--- src/tts_pkg.sv ---
// Shared constants, codes and controller/datapath handshake types for the task scheduler.
`default_nettype none
package tts_pkg;

  localparam int TASK_COUNT = 8;
  localparam int SLOT_W     = 3;

  localparam int OPCODE_W = 3;
  localparam int ID_W     = 8;
  localparam int TIME_W   = 16;
  localparam int PEND_W   = 8;
  localparam int KIND_W   = 2;

  localparam int CFG_ADDR_W = 3;
  localparam int CFG_DATA_W = 32;

  localparam logic [OPCODE_W-1:0] OP_TICK     = 3'd0;
  localparam logic [OPCODE_W-1:0] OP_CREATE   = 3'd1;
  localparam logic [OPCODE_W-1:0] OP_DELETE   = 3'd2;
  localparam logic [OPCODE_W-1:0] OP_SETSTATE = 3'd3;
  localparam logic [OPCODE_W-1:0] OP_DISPATCH = 3'd4;

  localparam logic [KIND_W-1:0] KIND_OK   = 2'd0;
  localparam logic [KIND_W-1:0] KIND_ERR  = 2'd1;
  localparam logic [KIND_W-1:0] KIND_RUN  = 2'd2;
  localparam logic [KIND_W-1:0] KIND_NONE = 2'd3;

  // register index is byte address / 4
  localparam logic REG_TICK_STEP = 1'b0;

  typedef struct packed {
    logic load_req;
    logic cnt_clr;
    logic cnt_inc;
    logic tick_upd;
    logic cmd_exec;
    logic disp_emit;
    logic none_emit;
  } tts_cmd_t;

  typedef struct packed {
    logic out_free;
    logic cnt_last;
    logic slot_run;
    logic run_later;
    logic any_run;
  } tts_stat_t;

endpackage
`default_nettype wire

--- src/tts_req_if.sv ---
// Request channel: valid/ready handshake carrying one scheduler request.
`default_nettype none
interface tts_req_if;
  logic                          valid;
  logic                          ready;
  logic [tts_pkg::OPCODE_W-1:0]  opcode;
  logic [tts_pkg::ID_W-1:0]      task_id;
  logic [tts_pkg::TIME_W-1:0]    initial_delay;
  logic [tts_pkg::TIME_W-1:0]    reload_period;
  logic                          has_handler;
  logic                          suspend;

  modport source (
    output valid, opcode, task_id, initial_delay, reload_period, has_handler, suspend,
    input  ready
  );
  modport sink (
    input  valid, opcode, task_id, initial_delay, reload_period, has_handler, suspend,
    output ready
  );
endinterface
`default_nettype wire

--- src/tts_rsp_if.sv ---
// Result channel: valid/ready handshake carrying one scheduler result.
`default_nettype none
interface tts_rsp_if;
  logic                        valid;
  logic                        ready;
  logic [tts_pkg::KIND_W-1:0]  result_kind;
  logic [tts_pkg::SLOT_W-1:0]  run_task;
  logic                        last;

  modport source (output valid, result_kind, run_task, last, input ready);
  modport sink   (input  valid, result_kind, run_task, last, output ready);
endinterface
`default_nettype wire

--- src/tts_cfg.sv ---
// APB-style configuration register block holding the tick step.
`default_nettype none
module tts_cfg (
  input  wire logic                            clk,
  input  wire logic                            rst,
  input  wire logic                            psel,
  input  wire logic                            penable,
  input  wire logic                            pwrite,
  input  wire logic [tts_pkg::CFG_ADDR_W-1:0]  paddr,
  input  wire logic [tts_pkg::CFG_DATA_W-1:0]  pwdata,
  output logic      [tts_pkg::CFG_DATA_W-1:0]  prdata,
  output logic                                 pready,
  output logic      [tts_pkg::TIME_W-1:0]      tick_step
);
  import tts_pkg::*;

  logic wr_en;

  assign pready = 1'b1;
  assign wr_en  = psel && penable && pwrite && pready;

  always_ff @(posedge clk) begin
    if (rst) begin
      tick_step <= TIME_W'(1);
    end else if (wr_en && (paddr[CFG_ADDR_W-1] == REG_TICK_STEP)) begin
      tick_step <= pwdata[TIME_W-1:0];
    end
  end

  always_comb begin
    if (paddr[CFG_ADDR_W-1] == REG_TICK_STEP) begin
      prdata = {{(CFG_DATA_W-TIME_W){1'b0}}, tick_step};
    end else begin
      prdata = '0;
    end
  end
endmodule
`default_nettype wire

--- src/tts_ctrl.sv ---
// Scheduler controller: sequences tick scans, single commands and dispatch scans.
`default_nettype none
module tts_ctrl (
  input  wire logic                           clk,
  input  wire logic                           rst,
  input  wire logic                           req_valid,
  input  wire logic [tts_pkg::OPCODE_W-1:0]   req_opcode,
  output logic                                req_ready,
  input  wire tts_pkg::tts_stat_t             stat,
  output tts_pkg::tts_cmd_t                   cmd
);
  import tts_pkg::*;

  localparam logic [1:0] S_IDLE = 2'd0;
  localparam logic [1:0] S_TICK = 2'd1;
  localparam logic [1:0] S_CMD  = 2'd2;
  localparam logic [1:0] S_DISP = 2'd3;

  logic [1:0] state;
  logic [1:0] state_next;

  always_ff @(posedge clk) begin
    if (rst) begin
      state <= S_IDLE;
    end else begin
      state <= state_next;
    end
  end

  assign req_ready = (state == S_IDLE);

  always_comb begin
    cmd        = '0;
    state_next = state;
    unique case (state)
      S_IDLE: begin
        if (req_valid) begin
          cmd.load_req = 1'b1;
          cmd.cnt_clr  = 1'b1;
          if (req_opcode == OP_TICK) begin
            state_next = S_TICK;
          end else if (req_opcode == OP_DISPATCH) begin
            state_next = S_DISP;
          end else begin
            state_next = S_CMD;
          end
        end
      end
      S_TICK: begin
        cmd.tick_upd = 1'b1;
        cmd.cnt_inc  = 1'b1;
        if (stat.cnt_last) begin
          state_next = S_IDLE;
        end
      end
      S_CMD: begin
        if (stat.out_free) begin
          cmd.cmd_exec = 1'b1;
          state_next   = S_IDLE;
        end
      end
      S_DISP: begin
        if (!stat.any_run) begin
          if (stat.out_free) begin
            cmd.none_emit = 1'b1;
            state_next    = S_IDLE;
          end
        end else if (stat.slot_run) begin
          if (stat.out_free) begin
            cmd.disp_emit = 1'b1;
            cmd.cnt_inc   = 1'b1;
            if (!stat.run_later) begin
              state_next = S_IDLE;
            end
          end
        end else begin
          cmd.cnt_inc = 1'b1;
        end
      end
      default: begin
        state_next = S_IDLE;
      end
    endcase
  end

  a_one_action: assert property (@(posedge clk) disable iff (rst)
    $onehot0({cmd.tick_upd, cmd.cmd_exec, cmd.disp_emit, cmd.none_emit}))
    else $error("more than one datapath action in a cycle");

  a_emit_free: assert property (@(posedge clk) disable iff (rst)
    (cmd.cmd_exec || cmd.disp_emit || cmd.none_emit) |-> stat.out_free)
    else $error("result emitted into a full output register");

  a_idle_quiet: assert property (@(posedge clk) disable iff (rst)
    req_ready |-> !(cmd.tick_upd || cmd.cmd_exec || cmd.disp_emit || cmd.none_emit))
    else $error("datapath action while accepting a request");

  a_tick_ends: assert property (@(posedge clk) disable iff (rst)
    (state == S_TICK && stat.cnt_last) |=> (state == S_IDLE))
    else $error("tick scan did not finish on the last slot");

  a_disp_ends: assert property (@(posedge clk) disable iff (rst)
    (cmd.disp_emit && !stat.run_later) |=> req_ready)
    else $error("dispatch continued after its final result");
endmodule
`default_nettype wire

--- src/tts_dp.sv ---
// Scheduler datapath: task table, slot counter, request latch and result register.
`default_nettype none
module tts_dp (
  input  wire logic                           clk,
  input  wire logic                           rst,
  input  wire tts_pkg::tts_cmd_t              cmd,
  output tts_pkg::tts_stat_t                  stat,
  input  wire logic [tts_pkg::TIME_W-1:0]     tick_step,
  input  wire logic [tts_pkg::OPCODE_W-1:0]   opcode,
  input  wire logic [tts_pkg::ID_W-1:0]       task_id,
  input  wire logic [tts_pkg::TIME_W-1:0]     initial_delay,
  input  wire logic [tts_pkg::TIME_W-1:0]     reload_period,
  input  wire logic                           has_handler,
  input  wire logic                           suspend,
  output logic                                out_valid,
  input  wire logic                           out_ready,
  output logic      [tts_pkg::KIND_W-1:0]     result_kind,
  output logic      [tts_pkg::SLOT_W-1:0]     run_task,
  output logic                                last
);
  import tts_pkg::*;

  function automatic logic [TIME_W-1:0] sat_sub(input logic [TIME_W-1:0] a,
                                                input logic [TIME_W-1:0] b);
    return (a > b) ? (a - b) : '0;
  endfunction

  // request latch
  logic [OPCODE_W-1:0] op_q;
  logic [ID_W-1:0]     id_q;
  logic [TIME_W-1:0]   delay_q;
  logic [TIME_W-1:0]   period_q;
  logic                handler_q;
  logic                susp_q;

  // task table
  logic [TIME_W-1:0]     countdown [TASK_COUNT];
  logic [TIME_W-1:0]     reload    [TASK_COUNT];
  logic [TASK_COUNT-1:0] present;
  logic [TASK_COUNT-1:0] suspended;
  logic [PEND_W-1:0]     pending   [TASK_COUNT];

  logic [SLOT_W-1:0]     cnt;
  logic [SLOT_W-1:0]     slot;
  logic [TASK_COUNT-1:0] runnable;
  logic [TASK_COUNT-1:0] above;
  logic                  id_ok;
  logic                  cmd_ok;
  logic                  tick_live;
  logic [TIME_W-1:0]     cd_next;
  logic [PEND_W-1:0]     pend_inc;

  assign id_ok = (id_q < ID_W'(TASK_COUNT));
  assign slot  = cmd.cmd_exec ? id_q[SLOT_W-1:0] : cnt;

  always_comb begin
    for (int i = 0; i < TASK_COUNT; i++) begin
      runnable[i] = present[i] && (pending[i] != '0);
      above[i]    = (SLOT_W'(i) > cnt);
    end
  end

  always_comb begin
    unique case (op_q)
      OP_CREATE:   cmd_ok = id_ok;
      OP_DELETE:   cmd_ok = id_ok && present[slot];
      OP_SETSTATE: cmd_ok = id_ok && present[slot];
      default:     cmd_ok = 1'b0;
    endcase
  end

  assign tick_live = present[slot] && !suspended[slot];
  assign pend_inc  = (pending[slot] != '1) ? (pending[slot] + PEND_W'(1)) : pending[slot];

  always_comb begin
    if (countdown[slot] == '0) begin
      cd_next = (reload[slot] != '0) ? sat_sub(reload[slot], tick_step) : countdown[slot];
    end else begin
      cd_next = sat_sub(countdown[slot], tick_step);
    end
  end

  assign stat.out_free  = !out_valid || out_ready;
  assign stat.cnt_last  = (cnt == SLOT_W'(TASK_COUNT - 1));
  assign stat.slot_run  = runnable[cnt];
  assign stat.run_later = |(runnable & above);
  assign stat.any_run   = |runnable;

  always_ff @(posedge clk) begin
    if (cmd.load_req) begin
      op_q      <= opcode;
      id_q      <= task_id;
      delay_q   <= initial_delay;
      period_q  <= reload_period;
      handler_q <= has_handler;
      susp_q    <= suspend;
    end
  end

  always_ff @(posedge clk) begin
    if (rst) begin
      cnt <= '0;
    end else if (cmd.cnt_clr) begin
      cnt <= '0;
    end else if (cmd.cnt_inc) begin
      cnt <= cnt + SLOT_W'(1);
    end
  end

  // flags and run counts
  always_ff @(posedge clk) begin
    if (rst) begin
      present   <= '0;
      suspended <= '0;
      for (int i = 0; i < TASK_COUNT; i++) begin
        pending[i] <= '0;
      end
    end else if (cmd.tick_upd) begin
      if (tick_live && (countdown[slot] == '0)) begin
        pending[slot] <= pend_inc;
      end
    end else if (cmd.disp_emit) begin
      pending[slot] <= pending[slot] - PEND_W'(1);
    end else if (cmd.cmd_exec && cmd_ok) begin
      unique case (op_q)
        OP_CREATE: begin
          present[slot]   <= handler_q;
          suspended[slot] <= 1'b0;
          pending[slot]   <= '0;
        end
        OP_DELETE: begin
          present[slot] <= 1'b0;
          pending[slot] <= '0;
        end
        default: begin
          suspended[slot] <= susp_q;
        end
      endcase
    end
  end

  // timing fields
  always_ff @(posedge clk) begin
    if (cmd.tick_upd) begin
      if (tick_live) begin
        countdown[slot] <= cd_next;
      end
    end else if (cmd.cmd_exec && cmd_ok) begin
      if (op_q == OP_CREATE) begin
        countdown[slot] <= delay_q;
        reload[slot]    <= period_q;
      end else if (op_q == OP_DELETE) begin
        countdown[slot] <= '0;
        reload[slot]    <= '0;
      end
    end
  end

  // result register
  always_ff @(posedge clk) begin
    if (rst) begin
      out_valid <= 1'b0;
    end else if (cmd.cmd_exec || cmd.disp_emit || cmd.none_emit) begin
      out_valid <= 1'b1;
    end else if (out_ready) begin
      out_valid <= 1'b0;
    end
  end

  always_ff @(posedge clk) begin
    if (cmd.cmd_exec) begin
      result_kind <= cmd_ok ? KIND_OK : KIND_ERR;
      run_task    <= '0;
      last        <= 1'b1;
    end else if (cmd.disp_emit) begin
      result_kind <= KIND_RUN;
      run_task    <= cnt;
      last        <= !stat.run_later;
    end else if (cmd.none_emit) begin
      result_kind <= KIND_NONE;
      run_task    <= '0;
      last        <= 1'b1;
    end
  end
endmodule
`default_nettype wire

--- src/time_triggered_task_scheduler_core.sv ---
// Time-triggered task scheduler top level: eight task slots, APB tick-step register.
// Tick: one slot per cycle through the shared update unit, every slot in turn, no result.
// Create/delete/set state and spare opcodes: one result, once the output register is free.
// Dispatch: slot scan, one result per pending slot, each once the output register is free.
// The next request is taken while the last result still waits in the output register.
// Reset (rst, synchronous): all slots absent, ready, no pending runs; tick step 1.
`default_nettype none
module time_triggered_task_scheduler_core (
  input  wire logic                            clk,
  input  wire logic                            rst,
  tts_req_if.sink                              req,
  tts_rsp_if.source                            rsp,
  input  wire logic                            psel,
  input  wire logic                            penable,
  input  wire logic                            pwrite,
  input  wire logic [tts_pkg::CFG_ADDR_W-1:0]  paddr,
  input  wire logic [tts_pkg::CFG_DATA_W-1:0]  pwdata,
  output logic      [tts_pkg::CFG_DATA_W-1:0]  prdata,
  output logic                                 pready
);
  import tts_pkg::*;

  tts_cmd_t          cmd;
  tts_stat_t         stat;
  logic [TIME_W-1:0] tick_step;
  logic              req_ready;

  assign req.ready = req_ready;

  tts_cfg u_cfg (
    .clk       (clk),
    .rst       (rst),
    .psel      (psel),
    .penable   (penable),
    .pwrite    (pwrite),
    .paddr     (paddr),
    .pwdata    (pwdata),
    .prdata    (prdata),
    .pready    (pready),
    .tick_step (tick_step)
  );

  tts_ctrl u_ctrl (
    .clk        (clk),
    .rst        (rst),
    .req_valid  (req.valid),
    .req_opcode (req.opcode),
    .req_ready  (req_ready),
    .stat       (stat),
    .cmd        (cmd)
  );

  tts_dp u_dp (
    .clk           (clk),
    .rst           (rst),
    .cmd           (cmd),
    .stat          (stat),
    .tick_step     (tick_step),
    .opcode        (req.opcode),
    .task_id       (req.task_id),
    .initial_delay (req.initial_delay),
    .reload_period (req.reload_period),
    .has_handler   (req.has_handler),
    .suspend       (req.suspend),
    .out_valid     (rsp.valid),
    .out_ready     (rsp.ready),
    .result_kind   (rsp.result_kind),
    .run_task      (rsp.run_task),
    .last          (rsp.last)
  );
endmodule
`default_nettype wire

--- src/flat_wrapper.sv ---
// flat-port wrapper written by rule: the top's interface ports become plain ports
module time_triggered_task_scheduler_core_flat import tts_pkg::*;
  (clk, rst, psel, penable, pwrite, paddr, pwdata, prdata, pready, req_valid, req_opcode, req_task_id, req_initial_delay, req_reload_period, req_has_handler, req_suspend, req_ready, rsp_valid, rsp_result_kind, rsp_run_task, rsp_last, rsp_ready);
  tts_req_if req_i ();
  tts_rsp_if rsp_i ();
  input  wire logic clk;
  input  wire logic rst;
  input  wire logic psel;
  input  wire logic penable;
  input  wire logic pwrite;
  input  wire logic [tts_pkg::CFG_ADDR_W-1:0] paddr;
  input  wire logic [tts_pkg::CFG_DATA_W-1:0] pwdata;
  output logic      [tts_pkg::CFG_DATA_W-1:0] prdata;
  output logic pready;
  input wire logic [$bits(req_i.valid)-1:0] req_valid;
  input wire logic [$bits(req_i.opcode)-1:0] req_opcode;
  input wire logic [$bits(req_i.task_id)-1:0] req_task_id;
  input wire logic [$bits(req_i.initial_delay)-1:0] req_initial_delay;
  input wire logic [$bits(req_i.reload_period)-1:0] req_reload_period;
  input wire logic [$bits(req_i.has_handler)-1:0] req_has_handler;
  input wire logic [$bits(req_i.suspend)-1:0] req_suspend;
  output wire logic [$bits(req_i.ready)-1:0] req_ready;
  output wire logic [$bits(rsp_i.valid)-1:0] rsp_valid;
  output wire logic [$bits(rsp_i.result_kind)-1:0] rsp_result_kind;
  output wire logic [$bits(rsp_i.run_task)-1:0] rsp_run_task;
  output wire logic [$bits(rsp_i.last)-1:0] rsp_last;
  input wire logic [$bits(rsp_i.ready)-1:0] rsp_ready;
  assign req_i.valid = req_valid;
  assign req_i.opcode = req_opcode;
  assign req_i.task_id = req_task_id;
  assign req_i.initial_delay = req_initial_delay;
  assign req_i.reload_period = req_reload_period;
  assign req_i.has_handler = req_has_handler;
  assign req_i.suspend = req_suspend;
  assign req_ready = req_i.ready;
  assign rsp_valid = rsp_i.valid;
  assign rsp_result_kind = rsp_i.result_kind;
  assign rsp_run_task = rsp_i.run_task;
  assign rsp_last = rsp_i.last;
  assign rsp_i.ready = rsp_ready;
  time_triggered_task_scheduler_core u_core (.clk(clk), .rst(rst), .req(req_i), .rsp(rsp_i), .psel(psel), .penable(penable), .pwrite(pwrite), .paddr(paddr), .pwdata(pwdata), .prdata(prdata), .pready(pready));
endmodule
--- config.mk ---
export PLATFORM = sky130hd
export DESIGN_NAME = time_triggered_task_scheduler_core_flat
export DESIGN_NICKNAME = d
export VERILOG_FILES = /design/src/tts_pkg.sv /design/src/tts_req_if.sv /design/src/tts_rsp_if.sv /design/src/tts_cfg.sv /design/src/tts_ctrl.sv /design/src/tts_dp.sv /design/src/time_triggered_task_scheduler_core.sv /design/src/flat_wrapper.sv
export SDC_FILE = /design/constraint.sdc
export NUM_CORES = 1
export LEC_CHECK = 0
export ABC_AREA = 1
export BUFFER_PORTS_ARGS = -buffer_cell sky130_fd_sc_hd__buf_2
export CAP_MARGIN = 20
export CORE_ASPECT_RATIO = 1.4
export CORE_MARGIN = 10
export CORE_UTILIZATION = 40
export DETAILED_ROUTE_END_ITERATION = 10
export PLACE_DENSITY = 0.56
export SKIP_CTS_REPAIR_TIMING = 1
export SLEW_MARGIN = 20
export SYNTH_ARGS = -nofsm -noshare
export SYNTH_HDL_FRONTEND = slang
export SYNTH_SLANG_ARGS = --single-unit
--- constraint.sdc ---
create_clock -name clk -period 12.9 [get_ports clk]
set_input_delay 3.87 -clock clk [delete_from_list [all_inputs] [get_ports clk]]
set_output_delay 3.87 -clock clk [all_outputs]
set_load 0.05 [all_outputs]
# Word-level counts from Yosys, hierarchy flattened
# Memory sizes are Yosys's and may differ from the RTL's.
# Cells that the tools add are included.
[totals]
regBits = 89
latch_bits = 0
mem_bits_rw = 320
mem_bits_ro = 0
in_bits = 87
output_inout_bits = 41
word_cells = 203
n_memories = 3
[memory_table]
columns = ["name", "depth", "word_bits", "read_ports", "rd_ports_with_merged_regs", "write_ports", "line_no", "text"]
rows = [
  ["u_core.u_dp.countdown", 8, 16, 1, 0, 1, "tts_dp.sv:37", "logic [TIME_W-1:0] countdown [TASK_COUNT];"],
  ["u_core.u_dp.reload", 8, 16, 1, 0, 1, "tts_dp.sv:38", "logic [TIME_W-1:0] reload [TASK_COUNT];"],
  ["u_core.u_dp.pending", 8, 8, 9, 0, 8, "tts_dp.sv:41", "logic [PEND_W-1:0] pending [TASK_COUNT];"],
]
[op_classes]
addsub = 5
mul = 0
div = 0
n_lt_le_gt_ge = 14
n_eq_ne = 14
shifts = 0
n_mux = 92
bitwise = 14
reduce_logical = 46
[op_table]
columns = ["cell", "count"]
rows = [
  ["2-to-1 mux 16 bit", 8],
  ["nonzero test 8 bit", 8],
  ["2-to-1 mux 1 bit", 50],
  ["2-to-1 mux 8 bit", 5],
  ["greater-than comparator 16 bit", 2],
  ["one-hot mux 8 bit (2 select lines)", 2],
  ["subtractor 16 bit", 2],
  ["2-to-1 mux 2 bit", 14],
  ["AND 8 bit", 3],
  ["OR reduction 8 bit", 3],
  ["bitwise mux 8 bit", 2],
  ["logical AND 1 bit", 16],
  ["logical NOT 16 bit", 1],
  ["nonzero test 16 bit", 1],
  ["greater-than comparator 3 bit (first input constant)", 4],
  ["2-to-1 mux 3 bit", 4],
  ["binary-select mux 1 bit (select 3 bit)", 3],
  ["adder 8 x 1 -> 8 bit (second input constant)", 1],
  ["less-than comparator 3 x 4 -> 1 bit (second input constant)", 2],
  ["less-than comparator 8 x 4 -> 1 bit (second input constant)", 1],
  ["!= test 8 bit (second input constant)", 1],
  ["NOT 8 bit", 1],
  ["one-hot mux 2 bit (4 select lines)", 1],
  ["AND reduction 4 bit", 2],
  ["other kinds (26)", 48],
]

# Longest topological paths before layout
[depth]
ltp_word = 19
ltp_mapped = 32
depth_no_buf = 29

# By module
# A second synthesis with hierarchy kept.
[unflattened]
hier_cells = 2545
hier_area_um2 = 21469.3
[by_module_without_submodules]
columns = ["mod", "instances", "cells_each", "area_each_um2", "seq_area_each_um2"]
rows = [
  ["tts_dp", 1, 2333, 20146.8, 11501.0],
  ["tts_cfg", 1, 159, 1051.0, 320.3],
  ["tts_ctrl", 1, 53, 271.5, 40.0],
]

# Least setup slack after synthesis
# OpenSTA, ideal clock, no wires.
[synth_path]
kind = "input-to-output"
start = "input port paddr[2] in the netlist's numbering"
end = "output port prdata[10] in the netlist's numbering"
arrival_time_ns = 4.912
path_slack_ns = 4.118
path_stages = 3
path_buffers = 2
cell_sequence = "clkbuf_1 > clkbuf_1 > nor2_1"
[synth_between]
elab_chain_cells = 1
[synth_rtl]
columns = ["item", "line_no", "text"]
rows = [
  ["start: declaration", "flat_wrapper.sv:11", "input wire logic [tts_pkg::CFG_ADDR_W-1:0] paddr;"],
  ["2-to-1 mux 16 bit", "tts_cfg.sv:31", "if (paddr[CFG_ADDR_W-1] == REG_TICK_STEP) begin"],
  ["end: declaration", "flat_wrapper.sv:13", "output logic [tts_pkg::CFG_DATA_W-1:0] prdata;"],
]
# No other way between the ends.

# Final worst setup path
[layout_path]
start = "input port rsp_ready"
end = "memory u_core.u_dp.countdown[6][8] (data pin)"
[layout_between]
elab_chain_cells = 14
[layout_rtl]
columns = ["item", "line_no", "text"]
rows = [
  ["start: declaration", "flat_wrapper.sv:27", "input wire logic [$bits(rsp_i.ready)-1:0] rsp_ready;"],
  ["logical OR 1 bit (*)", "tts_dp.sv:83", "assign stat.out_free = !out_valid || out_ready;"],
  ["2-to-1 mux 1 bit (*)", "tts_ctrl.sv:57", "if (stat.out_free) begin"],
  ["2-to-1 mux 1 bit (*)", "tts_ctrl.sv:35", "unique case (state)"],
  ["parallel branches: the longest is 10 deep, another holds memory (8 x 16 bit)", "--", ""],
  ["2-to-1 mux 16 bit (no line) (*)", "--", ""],
  ["end: declaration", "tts_dp.sv:37", ""],
]
# Every way passes the cells marked *. The select of a mux whose other input is x is not followed.

==> results.cfg <==
[status]
outcome = completed

[floorplan]
start_util_pct = 40.26
core_um2 = 52930
dieArea_um2 = 63040
io_pins = 128
die_height_um = 293.1
die_x_um = 215.1
rows = 100

[worst_setup_path]
path_delay_family = simple AND/OR/NAND/NOR gates
path_class = in2reg
r2r_end = u_core.u_dp.countdown[6][8]$_DFFE_PP_
crit_arrival_ns = 9.61
startpoint_type = input port
ff2ff_path_depth = 25
critPathMaxFanout = 125
worstReg2RegStart = u_core.u_dp.out_valid$_SDFFE_PP0P_
critical-path-max-stage-delay_ns = 0.77
crit_slowest_cell = nand2_8
critPathCaptureType = flop
required_ns = 13.20
cp_common_cell = nand2_1
cp.depth = 27
reg2reg_slack_ns = 6.64
path_buf_inv = 5

[global_routing]
first_global_vias = 15974
overflow = 0
antenna_found_initial = 0
grtUsageTotal_pct = 18.39
grt_max_degree = 126
grt_pass1_wl_um = 90490

[cts]
clk_path_buf_depth = 3
clk_latency_ns = 0.60
cts.sinks = 409
cts_inserted_buffers = 43
htreeDepth = 2
cts.clk_slew.worst_paths_ns = 0.06
cts_tree = done
cts_root_buf = clkbuf_16

[sta]
slew_headroom_pct = 31.36
slew_violations = 0
finalSetupTns_ns = 0
tightest_slew_ns = 1.026
rsz0062_at_grt = no
period_share_pct = 72.22
fmax_ghz = 0.1073
setup_viol = 0
finalCriticalPeriod_ns = 9.316
clock_skew_ns = 0.02137
holdWs_ns = 0.4495
final_hold_viol_count = 0

[synthesis]
yosysUniqueCellTypes = 43
yosysMostFrequentCell = nand2_1
synth_top_area_cell = edfxtp_1
syn_avg_cell_area_um2 = 8.443
async_reset_ff_share_pct = 0
syn_inst = 2524
synth_seq_area_share_pct = 55.66
yosysWarnings = 0
synth_area_leaders = edfxtp_1, nand2_1, inv_1
synth_commonest_cells = nand2_1, edfxtp_1, inv_1, nor2_1, o21ai_0
synthFlopType = edfxtp_1
ys_ff_latch = 409
netlist_area_um2 = 21310
synth_top_area_share_pct = 51.72
synth_edf_count = 367

[power_and_ir_drop]
p_leak_nw = 10.62
power.density_nw_per_um2 = 156.0
p_clk_share_pct = 31.9
combPwrFrac_pct = 25.3
power.switching_mw = 1.207
seqPwrFrac_pct = 42.9
ir_drop_uv = 112.7
p_int_mw = 2.477
p_sw_share_pct = 32.76

[placed_design]
hpwl_um = 39450
routabilityCongestion = 0.9195
numPortBuffers = 92

[routing]
drc = 0
drtAntennaViolNets = 0
viasPerCell = 4.860
drt_iter0_markers = 1094
route.final.wire_length_um = 59030
drt_pre_antenna_iters = 5
drt-wirelength-per-cell_um = 17.62
num_vias = 16287

[final_layout]
final_net_count = 2730
regArea_um2 = 11860
diodes = 0
nFillCells = 5225
synthToLayoutAreaGrowth_pct = 10.80
drive_above_1_share_pct = 9.025
multi_input_area_um2 = 7711

[hold_path]
min_to = u_core.u_dp.suspended[7]$_SDFFE_PP0P_
holdCritPathClass = reg2reg
hp-start = u_core.u_dp.suspended[7]$_SDFFE_PP0P_
hold-path-cell-count = 2

[run]
timing.max_cap.violations = 0
power groups by stage:
stage / Clock, mW / Sequential (mW) / Combinational [mW]
final: 1.17 / 1.58 / 0.931
after global routing: 1.25 / 1.58 / 1.05
after CTS: 1.20 / 1.58 / 0.935
after detailed placement: 0 / 1.61 / 0.931
after global placement: 0 / 1.61 / 0.921
after floorplan: 0 / 1.60 / 0.685
state kept, by name, summed over array words and instances (netlist names), 2 cells and up:
register,flops
u_core.u_cfg.tick_step,16
u_core.u_ctrl.state,2
u_core.u_dp.cnt,3
u_core.u_dp.countdown,128
u_core.u_dp.delay_q,16
u_core.u_dp.id_q,8
u_core.u_dp.op_q,3
u_core.u_dp.pending,64
u_core.u_dp.period_q,16
u_core.u_dp.present,8
u_core.u_dp.reload,128
u_core.u_dp.result_kind,2
u_core.u_dp.run_task,3
u_core.u_dp.suspended,8
per-stage QoR:
stage | setup slack [ns] | std cells | cell area (µm²) | power, mW | utilization, %
after floorplan | 4.118 | 2539 | 21370 | 2.289 | -
after detailed placement | 2.861 | 3273 | 22320 | 2.537 | 42.16
after global placement | 2.878 | 3273 | 22320 | 2.526 | 42.16
final | 3.584 | 3351 | 23610 | 3.683 | 44.61
after global routing | 3.075 | 3351 | 23610 | 3.877 | 44.61
after CTS | 3.464 | 3351 | 23610 | 3.715 | 44.61
placed cells by master (no fill, tap or decap), types with 9 or more instances in the layout:
| cell | synthesis | layout |
|---|---|---|
| clkbuf_1 | 22 | 12 |
| clkbuf_16 | 0 | 43 |
| nand3b_1 | 9 | 9 |
| nor3_1 | 9 | 9 |
| nand3_2 | 9 | 9 |
| nand2_1 | 994 | 992 |
| ha_1 | 37 | 37 |
| nor2_2 | 6 | 14 |
| dfxtp_1 | 42 | 42 |
| nand3_1 | 72 | 72 |
| o21ai_0 | 106 | 106 |
| o21ai_1 | 23 | 23 |
| nor2_1 | 263 | 254 |
| nand2_4 | 14 | 13 |
| xor2_1 | 12 | 12 |
| edfxtp_1 | 367 | 367 |
| a21oi_1 | 74 | 74 |
| clkinv_1 | 3 | 14 |
| nand4_1 | 18 | 18 |
| buf_2 | 29 | 92 |
| conb_1 | 2 | 17 |
| buf_4 | 26 | 29 |
| inv_1 | 304 | 304 |
logic make-up (layout without fill, tap and decap cells):
kind of cell,count (synthesis),in the layout,synth area share [%]
other,2,17,0.03524
buffers and inverters,413,511,8.643
xor gates and xnor gates,20,20,0.8220
DFF,409,409,55.66
AOI/OAI and AO/OA,228,228,5.660
adders and majority gates,39,39,2.360
and+or+nand+nor,1413,1413,26.82
worst reg2reg max path, delay by kind of cell (launching register included):
family	cells	cell delay, ns
adders and majority gates	2	0.66
buffers and inverters	3	0.41
AOI/OAI and AO/OA	5	1.40
and+or+nand+nor	15	3.20
DFF	1	0.32
worst max path at each step:
stage | startpoint | to | slack [ns]
global placement | rsp_ready | u_core.u_dp.countdown[6][1]$_DFFE_PP_ | 2.88
global route | rsp_ready | u_core.u_dp.countdown[7][1]$_DFFE_PP_ | 3.07
detailed placement | rsp_ready | u_core.u_dp.countdown[7][1]$_DFFE_PP_ | 2.86
CTS | rsp_ready | u_core.u_dp.countdown[6][1]$_DFFE_PP_ | 3.46
finish | rsp_ready | u_core.u_dp.countdown[6][8]$_DFFE_PP_ | 3.58
floorplan | paddr[2] | prdata[10] | 4.12
final cells by class:
class,count,share of cell area (%)
tap,714,3.784
clock inverter,22,0.6783
timing repair buffer,121,2.872
multi-input combinational,1717,32.66
sequential,409,50.24
clock buffer,56,4.807
inverter,312,4.960
layer usage:
| layer | GRT usage (%) | vias to the layer above | share of wire [%] |
|---|---|---|---|
| met2 | 33.37 | 395 | 51 |
| met1 | 21.29 | 7647 | 41 |
| met4 | 7.347 | 0 | 3.3 |
| li1 | - | 8162 | - |
| met5 | 0 | - | 0 |
| met3 | 2.820 | 83 | 4.8 |
Power figures use the tool's default switching activity.
